File: config.mk
export PLATFORM = sky130hd
export DESIGN_NAME = fcfs_round_robin_tick_scheduler_unit
export DESIGN_NICKNAME = d
export VERILOG_FILES = /design/src/rtl/fcfs_rr_pkg.sv /design/src/rtl/fcfs_round_robin_tick_scheduler_unit.sv /design/src/rtl/fcfs_rr_ctrl.sv /design/src/rtl/fcfs_rr_dp.sv
export SDC_FILE = /design/constraint.sdc
export NUM_CORES = 2
export LEC_CHECK = 0
export BUFFER_PORTS_ARGS = -buffer_cell sky130_fd_sc_hd__buf_4
export CORE_MARGIN = 10
export CORE_UTILIZATION = 55
export DETAILED_ROUTE_END_ITERATION = 10
export PLACE_DENSITY_LB_ADDON = 0.15
export SLEW_MARGIN = 20
export SYNTH_ARGS = -nofsm -noshare
export SYNTH_HDL_FRONTEND = slang
export SYNTH_SLANG_ARGS = --single-unit
File: constraint.sdc
create_clock -name clk -period 9.5 [get_ports clk]
set_clock_uncertainty 0.05 [all_clocks]
set_input_delay 2.85 -clock clk [delete_from_list [all_inputs] [get_ports clk]]
set_output_delay 2.85 -clock clk [all_outputs]
set_load 0.005 [all_outputs]
File: src/rtl/fcfs_rr_pkg.sv
// Shared types and constants for the FCFS / round-robin tick scheduler.
// Holds the controller state type and the command and status bundles.
// No dependencies.
package fcfs_rr_pkg;

  localparam logic [1:0] MODE_ADD   = 2'd0;
  localparam logic [1:0] MODE_TICK  = 2'd1;
  localparam logic [1:0] MODE_CLEAR = 2'd2;

  localparam int MODE_W    = 2;
  localparam int IN_W      = 16;
  localparam int IN_BURST_W = 10;
  localparam int OUT_W     = 80;
  localparam int GRANT_W   = 6;
  localparam int COUNT_W   = 7;
  localparam int SUM_W     = 22;
  localparam int CLOCK_W   = 16;

  localparam logic [SUM_W-1:0]   SUM_MAX   = {SUM_W{1'b1}};
  localparam logic [CLOCK_W-1:0] CLOCK_MAX = {CLOCK_W{1'b1}};

  typedef enum logic [2:0] {
    ST_IDLE,
    ST_DECODE,
    ST_SCAN,
    ST_UPDATE,
    ST_SUM,
    ST_RESP
  } state_t;

  typedef struct packed {
    logic load_item;
    logic do_add;
    logic reject;
    logic do_clear;
    logic scan_start;
    logic scan_step;
    logic mem_read;
    logic update;
    logic sum;
    logic out_load;
  } cmd_t;

  typedef struct packed {
    logic [MODE_W-1:0] mode;
    logic              table_full;
    logic              sched_idle;
    logic              scan_hit;
  } status_t;

endpackage

File: src/rtl/fcfs_round_robin_tick_scheduler_unit.sv
// Top level of the FCFS / round-robin tick scheduler.
// Joins fcfs_rr_ctrl and fcfs_rr_dp; uses fcfs_rr_pkg.
//
//   channel | dir | handshake           | payload
//   in_     | in  | in_tvalid/in_tready | in_tdata[9:0] burst_time, in_tuser[1:0] mode
//   out_    | out | out_tvalid/out_tready | out_tdata (fields listed at the port)
//   cfg_    | in  | cfg_wr_en           | cfg_wr_data algorithm
//
// Add, clear, unused modes and a tick with nothing to run pass through accept,
// decode and result load. A tick that grants adds scan, update and sum between
// decode and result load; the scan steps past one done bit per cycle, up to the
// process count minus one entries.
// Synchronous active-low reset; no clearing pass, the table starts empty.
// A result waits in the output register; the next item is accepted meanwhile
// and holds in the final state only while the previous result is not taken.
module fcfs_round_robin_tick_scheduler_unit #(
  parameter int MAX_PROCESSES = 64,
  parameter int BURST_BITS    = 10
) (
  input  logic        clk,
  input  logic        rst_n,
  input  logic        in_tvalid,
  output logic        in_tready,
  input  logic [15:0] in_tdata,   // [9:0] burst_time, [15:10] zero
  input  logic [1:0]  in_tuser,   // [1:0] mode
  output logic        out_tvalid,
  input  logic        out_tready,
  output logic [79:0] out_tdata,  // [0] slot_valid, [6:1] granted_process,
                                  // [7] process_finished, [8] schedule_done,
                                  // [9] table_full, [16:10] process_count,
                                  // [38:17] total_wait, [60:39] total_turnaround,
                                  // [76:61] elapsed_time, [79:77] zero
  input  logic        cfg_wr_en,
  input  logic        cfg_wr_data
);

  fcfs_rr_pkg::cmd_t    cmd;
  fcfs_rr_pkg::status_t sts;

  fcfs_rr_ctrl u_ctrl (
    .clk        (clk),
    .rst_n      (rst_n),
    .in_tvalid  (in_tvalid),
    .in_tready  (in_tready),
    .out_tvalid (out_tvalid),
    .out_tready (out_tready),
    .sts        (sts),
    .cmd        (cmd)
  );

  fcfs_rr_dp #(
    .MAX_PROCESSES (MAX_PROCESSES),
    .BURST_BITS    (BURST_BITS)
  ) u_dp (
    .clk         (clk),
    .rst_n       (rst_n),
    .in_tdata    (in_tdata),
    .in_tuser    (in_tuser),
    .cfg_wr_en   (cfg_wr_en),
    .cfg_wr_data (cfg_wr_data),
    .cmd         (cmd),
    .sts         (sts),
    .out_tdata   (out_tdata)
  );

`ifndef SYNTHESIS
  a_no_overwrite: assert property (@(posedge clk) disable iff (!rst_n)
    cmd.out_load |-> (!out_tvalid || out_tready))
    else $error("result register overwritten while pending");

  a_add_has_room: assert property (@(posedge clk) disable iff (!rst_n)
    cmd.do_add |-> !sts.table_full)
    else $error("add written into a full table");

  a_finish_needs_grant: assert property (@(posedge clk) disable iff (!rst_n)
    (out_tvalid && !out_tdata[0]) |-> !out_tdata[7])
    else $error("process finished without a grant");

  a_scan_only_when_work: assert property (@(posedge clk) disable iff (!rst_n)
    cmd.scan_start |-> !sts.sched_idle)
    else $error("scan started with no unfinished process");
`endif

endmodule

File: src/rtl/fcfs_rr_ctrl.sv
// Controller state machine for the tick scheduler.
// Sequences decode, table scan, update and result hand-off; uses fcfs_rr_pkg.
module fcfs_rr_ctrl (
  input  logic                clk,
  input  logic                rst_n,
  input  logic                in_tvalid,
  output logic                in_tready,
  output logic                out_tvalid,
  input  logic                out_tready,
  input  fcfs_rr_pkg::status_t sts,
  output fcfs_rr_pkg::cmd_t    cmd
);

  fcfs_rr_pkg::state_t state_r, state_nxt;
  logic out_valid_r, out_valid_nxt;
  logic out_free;

  assign out_free   = !out_valid_r || out_tready;
  assign in_tready  = (state_r == fcfs_rr_pkg::ST_IDLE);
  assign out_tvalid = out_valid_r;

  always_comb begin
    state_nxt = state_r;
    unique case (state_r)
      fcfs_rr_pkg::ST_IDLE: begin
        if (in_tvalid) state_nxt = fcfs_rr_pkg::ST_DECODE;
      end
      fcfs_rr_pkg::ST_DECODE: begin
        if (sts.mode == fcfs_rr_pkg::MODE_TICK && !sts.sched_idle)
          state_nxt = fcfs_rr_pkg::ST_SCAN;
        else
          state_nxt = fcfs_rr_pkg::ST_RESP;
      end
      fcfs_rr_pkg::ST_SCAN: begin
        if (sts.scan_hit) state_nxt = fcfs_rr_pkg::ST_UPDATE;
      end
      fcfs_rr_pkg::ST_UPDATE: state_nxt = fcfs_rr_pkg::ST_SUM;
      fcfs_rr_pkg::ST_SUM:    state_nxt = fcfs_rr_pkg::ST_RESP;
      fcfs_rr_pkg::ST_RESP: begin
        if (out_free) state_nxt = fcfs_rr_pkg::ST_IDLE;
      end
      default: state_nxt = fcfs_rr_pkg::ST_IDLE;
    endcase
  end

  always_comb begin
    cmd = '0;
    unique case (state_r)
      fcfs_rr_pkg::ST_IDLE: begin
        cmd.load_item = in_tvalid;
      end
      fcfs_rr_pkg::ST_DECODE: begin
        unique case (sts.mode)
          fcfs_rr_pkg::MODE_ADD: begin
            cmd.reject = sts.table_full;
            cmd.do_add = !sts.table_full;
          end
          fcfs_rr_pkg::MODE_TICK:  cmd.scan_start = !sts.sched_idle;
          fcfs_rr_pkg::MODE_CLEAR: cmd.do_clear = 1'b1;
          default: ;
        endcase
      end
      fcfs_rr_pkg::ST_SCAN: begin
        cmd.mem_read  = sts.scan_hit;
        cmd.scan_step = !sts.scan_hit;
      end
      fcfs_rr_pkg::ST_UPDATE: cmd.update = 1'b1;
      fcfs_rr_pkg::ST_SUM:    cmd.sum = 1'b1;
      fcfs_rr_pkg::ST_RESP:   cmd.out_load = out_free;
      default: ;
    endcase
  end

  always_comb begin
    out_valid_nxt = out_valid_r;
    if (cmd.out_load)
      out_valid_nxt = 1'b1;
    else if (out_tready)
      out_valid_nxt = 1'b0;
  end

  always_ff @(posedge clk) begin
    if (!rst_n) begin
      state_r     <= fcfs_rr_pkg::ST_IDLE;
      out_valid_r <= 1'b0;
    end else begin
      state_r     <= state_nxt;
      out_valid_r <= out_valid_nxt;
    end
  end

endmodule

File: src/rtl/fcfs_rr_dp.sv
// Datapath for the tick scheduler: burst and served-tick memories, done bits,
// scan pointer, timeline counters and the result register; uses fcfs_rr_pkg.
module fcfs_rr_dp #(
  parameter int MAX_PROCESSES = 64,
  parameter int BURST_BITS    = 10
) (
  input  logic                                  clk,
  input  logic                                  rst_n,
  input  logic [fcfs_rr_pkg::IN_W-1:0]          in_tdata,
  input  logic [fcfs_rr_pkg::MODE_W-1:0]        in_tuser,
  input  logic                                  cfg_wr_en,
  input  logic                                  cfg_wr_data,
  input  fcfs_rr_pkg::cmd_t                     cmd,
  output fcfs_rr_pkg::status_t                  sts,
  output logic [fcfs_rr_pkg::OUT_W-1:0]         out_tdata
);

  localparam int IDX_W = $clog2(MAX_PROCESSES);
  localparam int NW    = IDX_W + 1;
  localparam int CW    = fcfs_rr_pkg::CLOCK_W;
  localparam int SW    = fcfs_rr_pkg::SUM_W;
  localparam logic [NW-1:0]    MAX_CNT  = NW'(MAX_PROCESSES);
  localparam logic [IDX_W-1:0] LAST_IDX = IDX_W'(MAX_PROCESSES - 1);

  logic [BURST_BITS-1:0] burst_mem  [MAX_PROCESSES];
  logic [BURST_BITS-1:0] served_mem [MAX_PROCESSES];

  logic                         alg_r;
  logic [fcfs_rr_pkg::MODE_W-1:0] mode_r;
  logic [BURST_BITS-1:0]        burst_r;
  logic [BURST_BITS-1:0]        burst_rd_r;
  logic [BURST_BITS-1:0]        served_rd_r;
  logic [NW-1:0]                count_r, nz_r, unfin_r;
  logic [IDX_W-1:0]             last_r, scan_idx_r, granted_r;
  logic [MAX_PROCESSES-1:0]     done_r, zb_r, touched_r;
  logic [CW-1:0]                clock_r;
  logic [SW-1:0]                wait_r, turn_r;
  logic                         grant_r, fin_r, full_r, fin_hit_r;
  logic [fcfs_rr_pkg::OUT_W-1:0] out_r;

  logic [BURST_BITS+fcfs_rr_pkg::IN_BURST_W-1:0] burst_in_ext;
  logic [BURST_BITS-1:0]        burst_in;
  logic [IDX_W-1:0]             add_idx;
  logic [MAX_PROCESSES-1:0]     zb_add;
  logic [NW-1:0]                nz_add;
  logic [NW-1:0]                last_inc, step_inc;
  logic [IDX_W-1:0]             start_idx, step_next;
  logic [BURST_BITS-1:0]        served_cur, served_new;
  logic [CW-1:0]                clock_inc;
  logic [BURST_BITS+CW-1:0]     burst_ext;
  logic [CW-1:0]                burst16, wait_amt;
  logic [SW:0]                  turn_add, wait_add;
  logic [SW-1:0]                turn_sat, wait_sat;
  logic [IDX_W+fcfs_rr_pkg::GRANT_W-1:0] granted_ext;
  logic [NW+fcfs_rr_pkg::COUNT_W-1:0]    count_ext;

  assign burst_in_ext = {{BURST_BITS{1'b0}}, in_tdata[fcfs_rr_pkg::IN_BURST_W-1:0]};
  assign burst_in     = burst_in_ext[BURST_BITS-1:0];
  assign add_idx      = count_r[IDX_W-1:0];

  always_comb begin
    zb_add          = zb_r;
    zb_add[add_idx] = (burst_r == '0);
  end

  assign nz_add    = nz_r + NW'(burst_r != '0);
  assign last_inc  = {1'b0, last_r} + NW'(1);
  assign start_idx = (alg_r && last_inc < count_r) ? last_inc[IDX_W-1:0] : '0;
  assign step_inc  = {1'b0, scan_idx_r} + NW'(1);
  assign step_next = (step_inc < count_r) ? step_inc[IDX_W-1:0] : '0;

  assign served_cur = touched_r[scan_idx_r] ? served_rd_r : '0;
  assign served_new = served_cur + BURST_BITS'(1);
  assign clock_inc  = (clock_r == fcfs_rr_pkg::CLOCK_MAX) ? clock_r : clock_r + CW'(1);

  assign burst_ext = {{CW{1'b0}}, burst_rd_r};
  assign burst16   = burst_ext[CW-1:0];
  assign wait_amt  = (clock_r >= burst16) ? clock_r - burst16 : '0;
  assign turn_add  = {1'b0, turn_r} + {{(SW+1-CW){1'b0}}, clock_r};
  assign wait_add  = {1'b0, wait_r} + {{(SW+1-CW){1'b0}}, wait_amt};
  assign turn_sat  = turn_add[SW] ? fcfs_rr_pkg::SUM_MAX : turn_add[SW-1:0];
  assign wait_sat  = wait_add[SW] ? fcfs_rr_pkg::SUM_MAX : wait_add[SW-1:0];

  assign granted_ext = {{fcfs_rr_pkg::GRANT_W{1'b0}}, granted_r};
  assign count_ext   = {{fcfs_rr_pkg::COUNT_W{1'b0}}, count_r};

  assign sts.mode       = mode_r;
  assign sts.table_full = (count_r >= MAX_CNT);
  assign sts.sched_idle = (unfin_r == '0);
  assign sts.scan_hit   = !done_r[scan_idx_r];
  assign out_tdata      = out_r;

  always_ff @(posedge clk) begin
    if (cmd.do_add) burst_mem[add_idx] <= burst_r;
    if (cmd.mem_read) burst_rd_r <= burst_mem[scan_idx_r];
  end

  always_ff @(posedge clk) begin
    if (cmd.update) served_mem[scan_idx_r] <= served_new;
    if (cmd.mem_read) served_rd_r <= served_mem[scan_idx_r];
  end

  always_ff @(posedge clk) begin
    if (cmd.load_item) begin
      mode_r  <= in_tuser;
      burst_r <= burst_in;
    end
    if (cmd.out_load) begin
      out_r <= {3'b000, clock_r, turn_r, wait_r,
                count_ext[fcfs_rr_pkg::COUNT_W-1:0], full_r, (unfin_r == '0),
                fin_r, granted_ext[fcfs_rr_pkg::GRANT_W-1:0], grant_r};
    end
  end

  always_ff @(posedge clk) begin
    if (!rst_n) begin
      alg_r      <= 1'b0;
      count_r    <= '0;
      nz_r       <= '0;
      unfin_r    <= '0;
      last_r     <= LAST_IDX;
      scan_idx_r <= '0;
      granted_r  <= '0;
      done_r     <= '0;
      zb_r       <= '0;
      touched_r  <= '0;
      clock_r    <= '0;
      wait_r     <= '0;
      turn_r     <= '0;
      grant_r    <= 1'b0;
      fin_r      <= 1'b0;
      full_r     <= 1'b0;
      fin_hit_r  <= 1'b0;
    end else begin
      if (cfg_wr_en) alg_r <= cfg_wr_data;
      if (cmd.load_item) begin
        grant_r   <= 1'b0;
        granted_r <= '0;
        fin_r     <= 1'b0;
        full_r    <= 1'b0;
      end
      if (cmd.reject) full_r <= 1'b1;
      if (cmd.do_add) begin
        count_r   <= count_r + NW'(1);
        nz_r      <= nz_add;
        unfin_r   <= nz_add;
        zb_r      <= zb_add;
        done_r    <= zb_add;
        touched_r <= '0;
        last_r    <= LAST_IDX;
        clock_r   <= '0;
        wait_r    <= '0;
        turn_r    <= '0;
      end
      if (cmd.do_clear) begin
        count_r   <= '0;
        nz_r      <= '0;
        unfin_r   <= '0;
        touched_r <= '0;
        last_r    <= LAST_IDX;
        clock_r   <= '0;
        wait_r    <= '0;
        turn_r    <= '0;
      end
      if (cmd.scan_start) scan_idx_r <= start_idx;
      if (cmd.scan_step)  scan_idx_r <= step_next;
      if (cmd.update) begin
        touched_r[scan_idx_r] <= 1'b1;
        last_r    <= scan_idx_r;
        grant_r   <= 1'b1;
        granted_r <= scan_idx_r;
        clock_r   <= clock_inc;
        fin_hit_r <= (served_new == burst_rd_r);
      end
      if (cmd.sum && fin_hit_r) begin
        fin_r              <= 1'b1;
        done_r[scan_idx_r] <= 1'b1;
        unfin_r            <= unfin_r - NW'(1);
        turn_r             <= turn_sat;
        wait_r             <= wait_sat;
      end
    end
  end

endmodule
Word-level counts from Yosys, hierarchy flattened
Memories as Yosys holds them, arrays and structs flattened. A register that Yosys moved wholly into a read port is not among the register bits.
Cells that the tools add are included.
{"block": "word_totals", "inputBits": 24, "memories": 2, "register_bits": 389, "out_inout_bits": 82, "mem_bits_rw": 1280, "wordCells": 147}
{"name": "u_dp.burst_mem", "words": 64, "width": 10, "rd": 1, "rd_clocked_by_memory_dff": 1, "write_ports": 1, "line": "fcfs_rr_dp.sv:25", "source": "logic [BURST_BITS-1:0] burst_mem [MAX_PROCESSES];"}
{"name": "u_dp.served_mem", "words": 64, "width": 10, "rd": 1, "rd_clocked_by_memory_dff": 1, "write_ports": 1, "line": "fcfs_rr_dp.sv:26", "source": "logic [BURST_BITS-1:0] served_mem [MAX_PROCESSES];"}
{"block": "classes", "n_bitwise": 3, "order_cmp": 8, "eq_ne": 13, "add_sub_neg": 10, "n_reduce_logical": 25, "n_mux": 64}
{"operator": "two-way mux 64 bit", "count": 7}
{"operator": "two-way mux 22 bit", "count": 6}
{"operator": "OR 64 bit", "count": 2}
{"operator": "two-way mux 16 bit", "count": 5}
{"operator": "bitwise mux 64 bit", "count": 1}
{"operator": "two-way mux 6 bit", "count": 9}
{"operator": "adder 22 x 16 -> 23 bit", "count": 2}
{"operator": "two-way mux 7 bit", "count": 3}
{"operator": "two-way mux 1 bit", "count": 20}
{"operator": "one-hot mux 3 bit (6 select lines)", "count": 1}
{"operator": "adder 16 x 1 -> 16 bit (second input constant)", "count": 1}
{"operator": "== test 16 bit (second input constant)", "count": 1}
{"operator": "greater-or-equal comparator 16 x 10 -> 1 bit", "count": 1}
{"operator": "subtractor 16 x 10 -> 16 bit", "count": 1}
{"operator": "adder 6 x 1 -> 7 bit (second input constant)", "count": 2}
{"operator": "less-than comparator 6 x 7 -> 1 bit (second input constant)", "count": 2}
{"operator": "less-than comparator 7 bit", "count": 2}
{"operator": "binary-select mux 1 bit (select 6 bit)", "count": 2}
{"operator": "demux 1 bit (select 6 bit)", "count": 2}
{"operator": "greater-or-equal comparator 6 x 1 -> 1 bit (second input constant)", "count": 2}
{"operator": "two-way mux 3 bit", "count": 4}
{"operator": "adder 10 x 1 -> 10 bit (second input constant)", "count": 1}
{"operator": "== test 10 bit", "count": 1}
{"operator": "logical NOT 10 bit", "count": 1}
{"operator": "other kinds (27)", "count": 44}

Longest topological paths before layout
{"block": "depth", "depth_word": 9, "mapped_depth": 25, "mapped_depth_nobuf": 23}

Modules after synthesis
Synthesis repeated with hierarchy kept, for this count alone.
{"block": "hier_totals", "cells_unflattened": 4614, "area_unflattened_um2": 65873.2}
{"mod": "fcfs_rr_dp", "seq_area_each_um2": 47635.7, "instances": 1, "area_per_inst_um2": 65537.9, "cells_per_inst": 4574}
{"mod": "fcfs_rr_ctrl", "seq_area_each_um2": 80.1, "instances": 1, "area_per_inst_um2": 335.3, "cells_per_inst": 40}

Least setup slack after synthesis
Ideal clock, no wire load.
{"block": "synth_path", "kind": "register -> register", "startpoint": "register u_dp.scan_idx_r[2]", "endpoint": "memory u_dp.served_mem[0][2], data pin", "synth_period_minus_slack_ns": 7.522, "slack_ns": 1.978, "path_stages_with_launch": 12, "setup_ns": 0.582, "n_path_buf": 3, "t_arrival_ns": 6.890, "t_required_ns": 8.868, "cell_sequence": "dfxtp_1 buf_2 buf_4 buf_2 mux4_2 nand2_1 a21oi_1 or4_4 o21ai_0 inv_1 ha_1 xnor2_1"}
{"block": "synth_via", "elab_chain_cells": 4}
{"element": "start: declaration", "line": "fcfs_rr_dp.sv:34", "source": "logic [IDX_W-1:0] last_r, scan_idx_r, granted_r;"}
{"element": "start signal: assignment", "line": "fcfs_rr_dp.sv:165", "source": "if (cmd.scan_start) scan_idx_r <= start_idx;"}
{"element": "start signal: assignment", "line": "fcfs_rr_dp.sv:166", "source": "if (cmd.scan_step) scan_idx_r <= step_next;"}
{"element": "binary-select mux 1 bit (select 6 bit)", "line": "fcfs_rr_dp.sv:72", "source": "assign served_cur = touched_r[scan_idx_r] ? served_rd_r : '0;"}
{"element": "two-way mux 1 bit (implied by the code)", "line": "fcfs_rr_dp.sv:72"}
{"element": "two-way mux 10 bit", "line": "fcfs_rr_dp.sv:72"}
{"element": "adder 10 x 1 -> 10 bit", "line": "fcfs_rr_dp.sv:73", "source": "assign served_new = served_cur + BURST_BITS'(1);"}
{"element": "named net u_dp.served_new[2]", "line": "fcfs_rr_dp.sv:48", "source": "logic [BURST_BITS-1:0] served_cur, served_new;"}
{"element": "end: declaration", "line": "fcfs_rr_dp.sv:26"}
The timed path passes the listed nets, and every way through them passes these cells. The select of a mux whose other input is x is not followed.

Worst setup path in the final report
{"block": "layout_path", "startpoint": "register u_dp.clock_r[0]", "endpoint": "register u_dp.wait_r[9]"}
{"block": "layout_via", "elab_chain_cells": 5, "word_cells_on_any_way": 6, "cone_classes": "2 x add/sub; 1 x order compare; 3 x mux"}
{"element": "start: declaration", "line": "fcfs_rr_dp.sv:36", "source": "logic [CW-1:0] clock_r;"}
{"element": "start signal: assignment", "line": "fcfs_rr_dp.sv:172", "source": "clock_r <= clock_inc;"}
{"element": "subtractor 16 x 10 -> 16 bit or greater-or-equal comparator 16 x 10 -> 1 bit (tied branches)", "line": "fcfs_rr_dp.sv:78", "source": "assign wait_amt = (clock_r >= burst16) ? clock_r - burst16 : '0;"}
{"element": "two-way mux 16 bit *", "line": "fcfs_rr_dp.sv:78"}
{"element": "adder 22 x 16 -> 23 bit *", "line": "fcfs_rr_dp.sv:80", "source": "assign wait_add = {1'b0, wait_r} + {{(SW+1-CW){1'b0}}, wait_amt};"}
{"element": "two-way mux 22 bit *", "line": "fcfs_rr_dp.sv:82", "source": "assign wait_sat = wait_add[SW] ? fcfs_rr_pkg::SUM_MAX : wait_add[SW-1:0];"}
{"element": "two-way mux 22 bit *", "line": "fcfs_rr_dp.sv:175", "source": "if (cmd.sum && fin_hit_r) begin"}
{"element": "end signal: assignment", "line": "fcfs_rr_dp.sv:180", "source": "wait_r <= wait_sat;"}
{"element": "end: declaration", "line": "fcfs_rr_dp.sv:37", "source": "logic [SW-1:0] wait_r, turn_r;"}
Every way passes the cells marked *; elsewhere a longest branch is shown, timed or not.
A chain may end at the register's enable or synchronous reset.

==> impl_metrics.toml <==
[power_and_ir_drop]
seqPwrFrac = 0.538
clockPowerShare = 0.433
switchingPower_mw = 3.105
ir_drop_mv = 0.2042
power.internal_mw = 11.89
p_per_area_mw_per_mm2 = 202.3
combPwrFrac = 0.029
swShare = 0.2070
p_leak_nw = 24.49

[critical_path]
r2r_slack_ns = 3.58
start_kind = "flip-flop"
crit_start = "u_dp.clock_r[0]"
end_kind = "flip-flop"
r2r_start = "u_dp.clock_r[0]"
cp_max_fo = 17
required_ns = 10.10
critPathKind = "reg -> reg"
arrival_ns = 6.52

[layout]
nets = 4784
areaGrowthSynthToFinish_pct = 12.46
drive_gt1_frac = 0.1207
final_area_mm2 = 0.07414
fin_cells = 6438
final_common_cell = "edfxtp_1"
nFillCells = 8749
most-common-layout-cells = "edfxtp_1, a22oi_1, dfxtp_1"

[clock_tree]
clk_pin_slew_ns = 0.06
tritoncts = "yes"
cts_inserted_buffers = 168
postCtsSetupBuffers = 0
post_cts_resized = 0
root_buffer = "clkbuf_16"
clockBufferDepth = 3
clock_latency_ns = 0.78
ctsHtreeMaxLevel = 4
cts-hold-fix-buffers = 0
cts_sinks = 1689

[placed_design]
place.gp.congestion = 0.8619
placed_area_mm2 = 0.06867
dp.cells = 6124
dp_slack_ns = 3.720
portBuffers = 96
place_hpwl_um = 104700

[floorplan]
row_count = 126
die_y_um = 366.2
start_util = 0.5561
io_pins = 106
die-area_mm2 = 0.1341
die_w_um = 366.2
core_area_mm2 = 0.1186

[detailed_routing]
vias = 42460
ant_nets = 0
drt_pass1_iterations = 5
drc = 0
drt_wl_total_um = 183300
wl_per_cell_um = 28.47
viasPerCell = 6.596
first_iter_violations = 4981

[sta]
period_needed_ns = 5.917
setup_violations = 0
timing.hold.ws_ns = 0.3892
fmaxAchievable_ghz = 0.1690
slew_violations = 0
finalWorstSetupSlack_ns = 3.583
relSlewSlack = 0.1805
tns_ns = 0
post-route-period-util = 0.6228
hold_viol = 0
worst_pin_slew_ns = 1.218
rsz0062_at_grt = "no"

[synth]
synth.top_cell.area_share = 0.6327
synthCells = 4611
yosys_warnings = 0
yosys.cell_types.count = 76
yosys.area.top_type = "edfxtp_1"
avgSynthCellArea_um2 = 14.30
synth_edf_count = 1389
synthFlopType = "edfxtp_1"
yosys_register_bits = 1689
netlist_top_cells_area = "edfxtp_1, dfxtp_1, a22oi_1"
ys_async_sr_fraction = 0
synth-seq-area-share = 0.7238
syn_area_mm2 = 0.06593

[global_route]
grt_overflow_total = 0
grt.total_usage = 0.2645
grt_start_max_net_pins = 111
grt_pass1_vias = 40530
grt_first_pass_wirelength_um = 270100
antenna_found_initial = 2

[run]
maxCapViolCount = 0

[hold_path]
worstHoldPathType = "reg -> reg"
worstHoldStart = "u_dp.granted_r[1]"

[outcome]
status = "complete, no violations"
cell families (layout without fill, tap and decap cells):
logic type	count (synthesis)	count (layout)	share of synthesized area
flops	1689	1689	0.7238
compound gates	1497	1497	0.1579
simple gates	854	854	0.06102
buf+inv	385	609	0.02365
xor+xnor	72	72	0.009565
fa+ha+maj	66	66	0.01287
mux	47	47	0.01116
other cells	1	4	0.00005688
worst max-delay path: stages (launching register included):
cell and delay (ns):
dfxtp_1 0.45, inv_1 0.11, ha_1 0.23, fa_1 0.38, nor2b_1 0.16, o21ai_0 0.12
a21boi_0 0.26, o21ai_0 0.15, a21boi_0 0.24, o21ai_0 0.16, a21oi_1 0.43, nor3b_1 0.09
buf_4 0.20, nor3_1 0.21, ha_1 0.30, a21o_1 0.18, a21oi_1 0.23, nor2b_1 0.10
o21ai_0 0.42, o211ai_1 0.20, o21ai_0 0.42, nor2_2 0.27, nor4b_1 0.34, nor3b_1 0.09
state kept, by name (all words and copies together) (netlist names), 6 cells and up:
| name | cells |
|---|---|
| u_dp.out_tdata | 77 |
| u_dp.unfin_r | 7 |
| u_dp.done_r | 64 |
| u_dp.turn_r | 22 |
| u_dp.nz_r | 7 |
| u_dp.burst_mem | 640 |
| u_dp.count_r | 7 |
| u_dp.clock_r | 16 |
| u_dp.touched_r | 64 |
| u_dp.served_rd_r | 10 |
| u_dp.zb_r | 64 |
| u_dp.scan_idx_r | 6 |
| u_dp.wait_r | 22 |
| u_dp.served_mem | 640 |
| u_dp.burst_rd_r | 10 |
| u_dp.last_r | 6 |
| u_dp.burst_r | 10 |
| u_dp.granted_r | 6 |
Yosys cell counts (44+ instances only):
| library cell | n |
|---|---|
| ha_1 | 63 |
| clkbuf_1 | 214 |
| nand3_1 | 112 |
| dfxtp_1 | 300 |
| a21oi_1 | 280 |
| inv_1 | 54 |
| nor3_1 | 45 |
| nand4_1 | 50 |
| nand2_1 | 140 |
| buf_2 | 55 |
| o311ai_0 | 45 |
| a22oi_1 | 445 |
| o211a_1 | 44 |
| buf_1 | 48 |
| a22o_1 | 104 |
| nor2_1 | 329 |
| edfxtp_1 | 1389 |
| a221oi_1 | 105 |
| a31oi_1 | 106 |
| o21ai_0 | 204 |
power by group through the flow:
stage          clock network [mW]  registers [mW]  logic (mW)
2_1_floorplan                   0            8.25       0.222
3_3_place_gp                    0            8.22       0.421
3_5_place_dp                    0            8.22       0.429
4_1_cts                      6.54            8.07       0.431
5_1_grt                      6.84            8.07       0.468
6_report                     6.49            8.07       0.436
area by class of cell:
| cell class | instances | area (µm²) | share of cell area |
|---|---|---|---|
| antenna | 1 | 2.502 | 0.00003375 |
| clock buffer | 252 | 4832 | 0.06518 |
| clock inverter | 61 | 549.3 | 0.007409 |
| inverter | 58 | 220.2 | 0.002970 |
| multi-input combinational | 2539 | 16940 | 0.2284 |
| sequential | 1689 | 47720 | 0.6437 |
| tap | 1600 | 2002 | 0.02700 |
| timing repair buffer | 238 | 1874 | 0.02528 |
path summary, 6_finish.rpt:
path	end	cells past startpoint
hold / removal	u_dp.out_tdata[2]	0
setup / recovery	u_dp.wait_r[9]	23
hold reg to reg	u_dp.out_tdata[2]	0
setup reg to reg	u_dp.wait_r[9]	23
through the flow:
stage	util	power [mW]
after floorplan	-	8.468
after global placement	0.5790	8.643
after detailed placement	0.5792	8.654
after CTS	0.6246	15.04
after global routing	0.6253	15.38
final	0.6254	15.00
per-layer routing:
| metal | vias up | part of all wire | track usage |
|---|---|---|---|
| met2 | 2192 | 0.45 | 0.4035 |
| met1 | 21380 | 0.42 | 0.3814 |
| li1 | 18540 | - | - |
| met5 | - | 0 | 0 |
| met3 | 353 | 0.097 | 0.04992 |
| met4 | 0 | 0.032 | 0.09024 |
No activity file was read; power rests on OpenSTA's default activity.
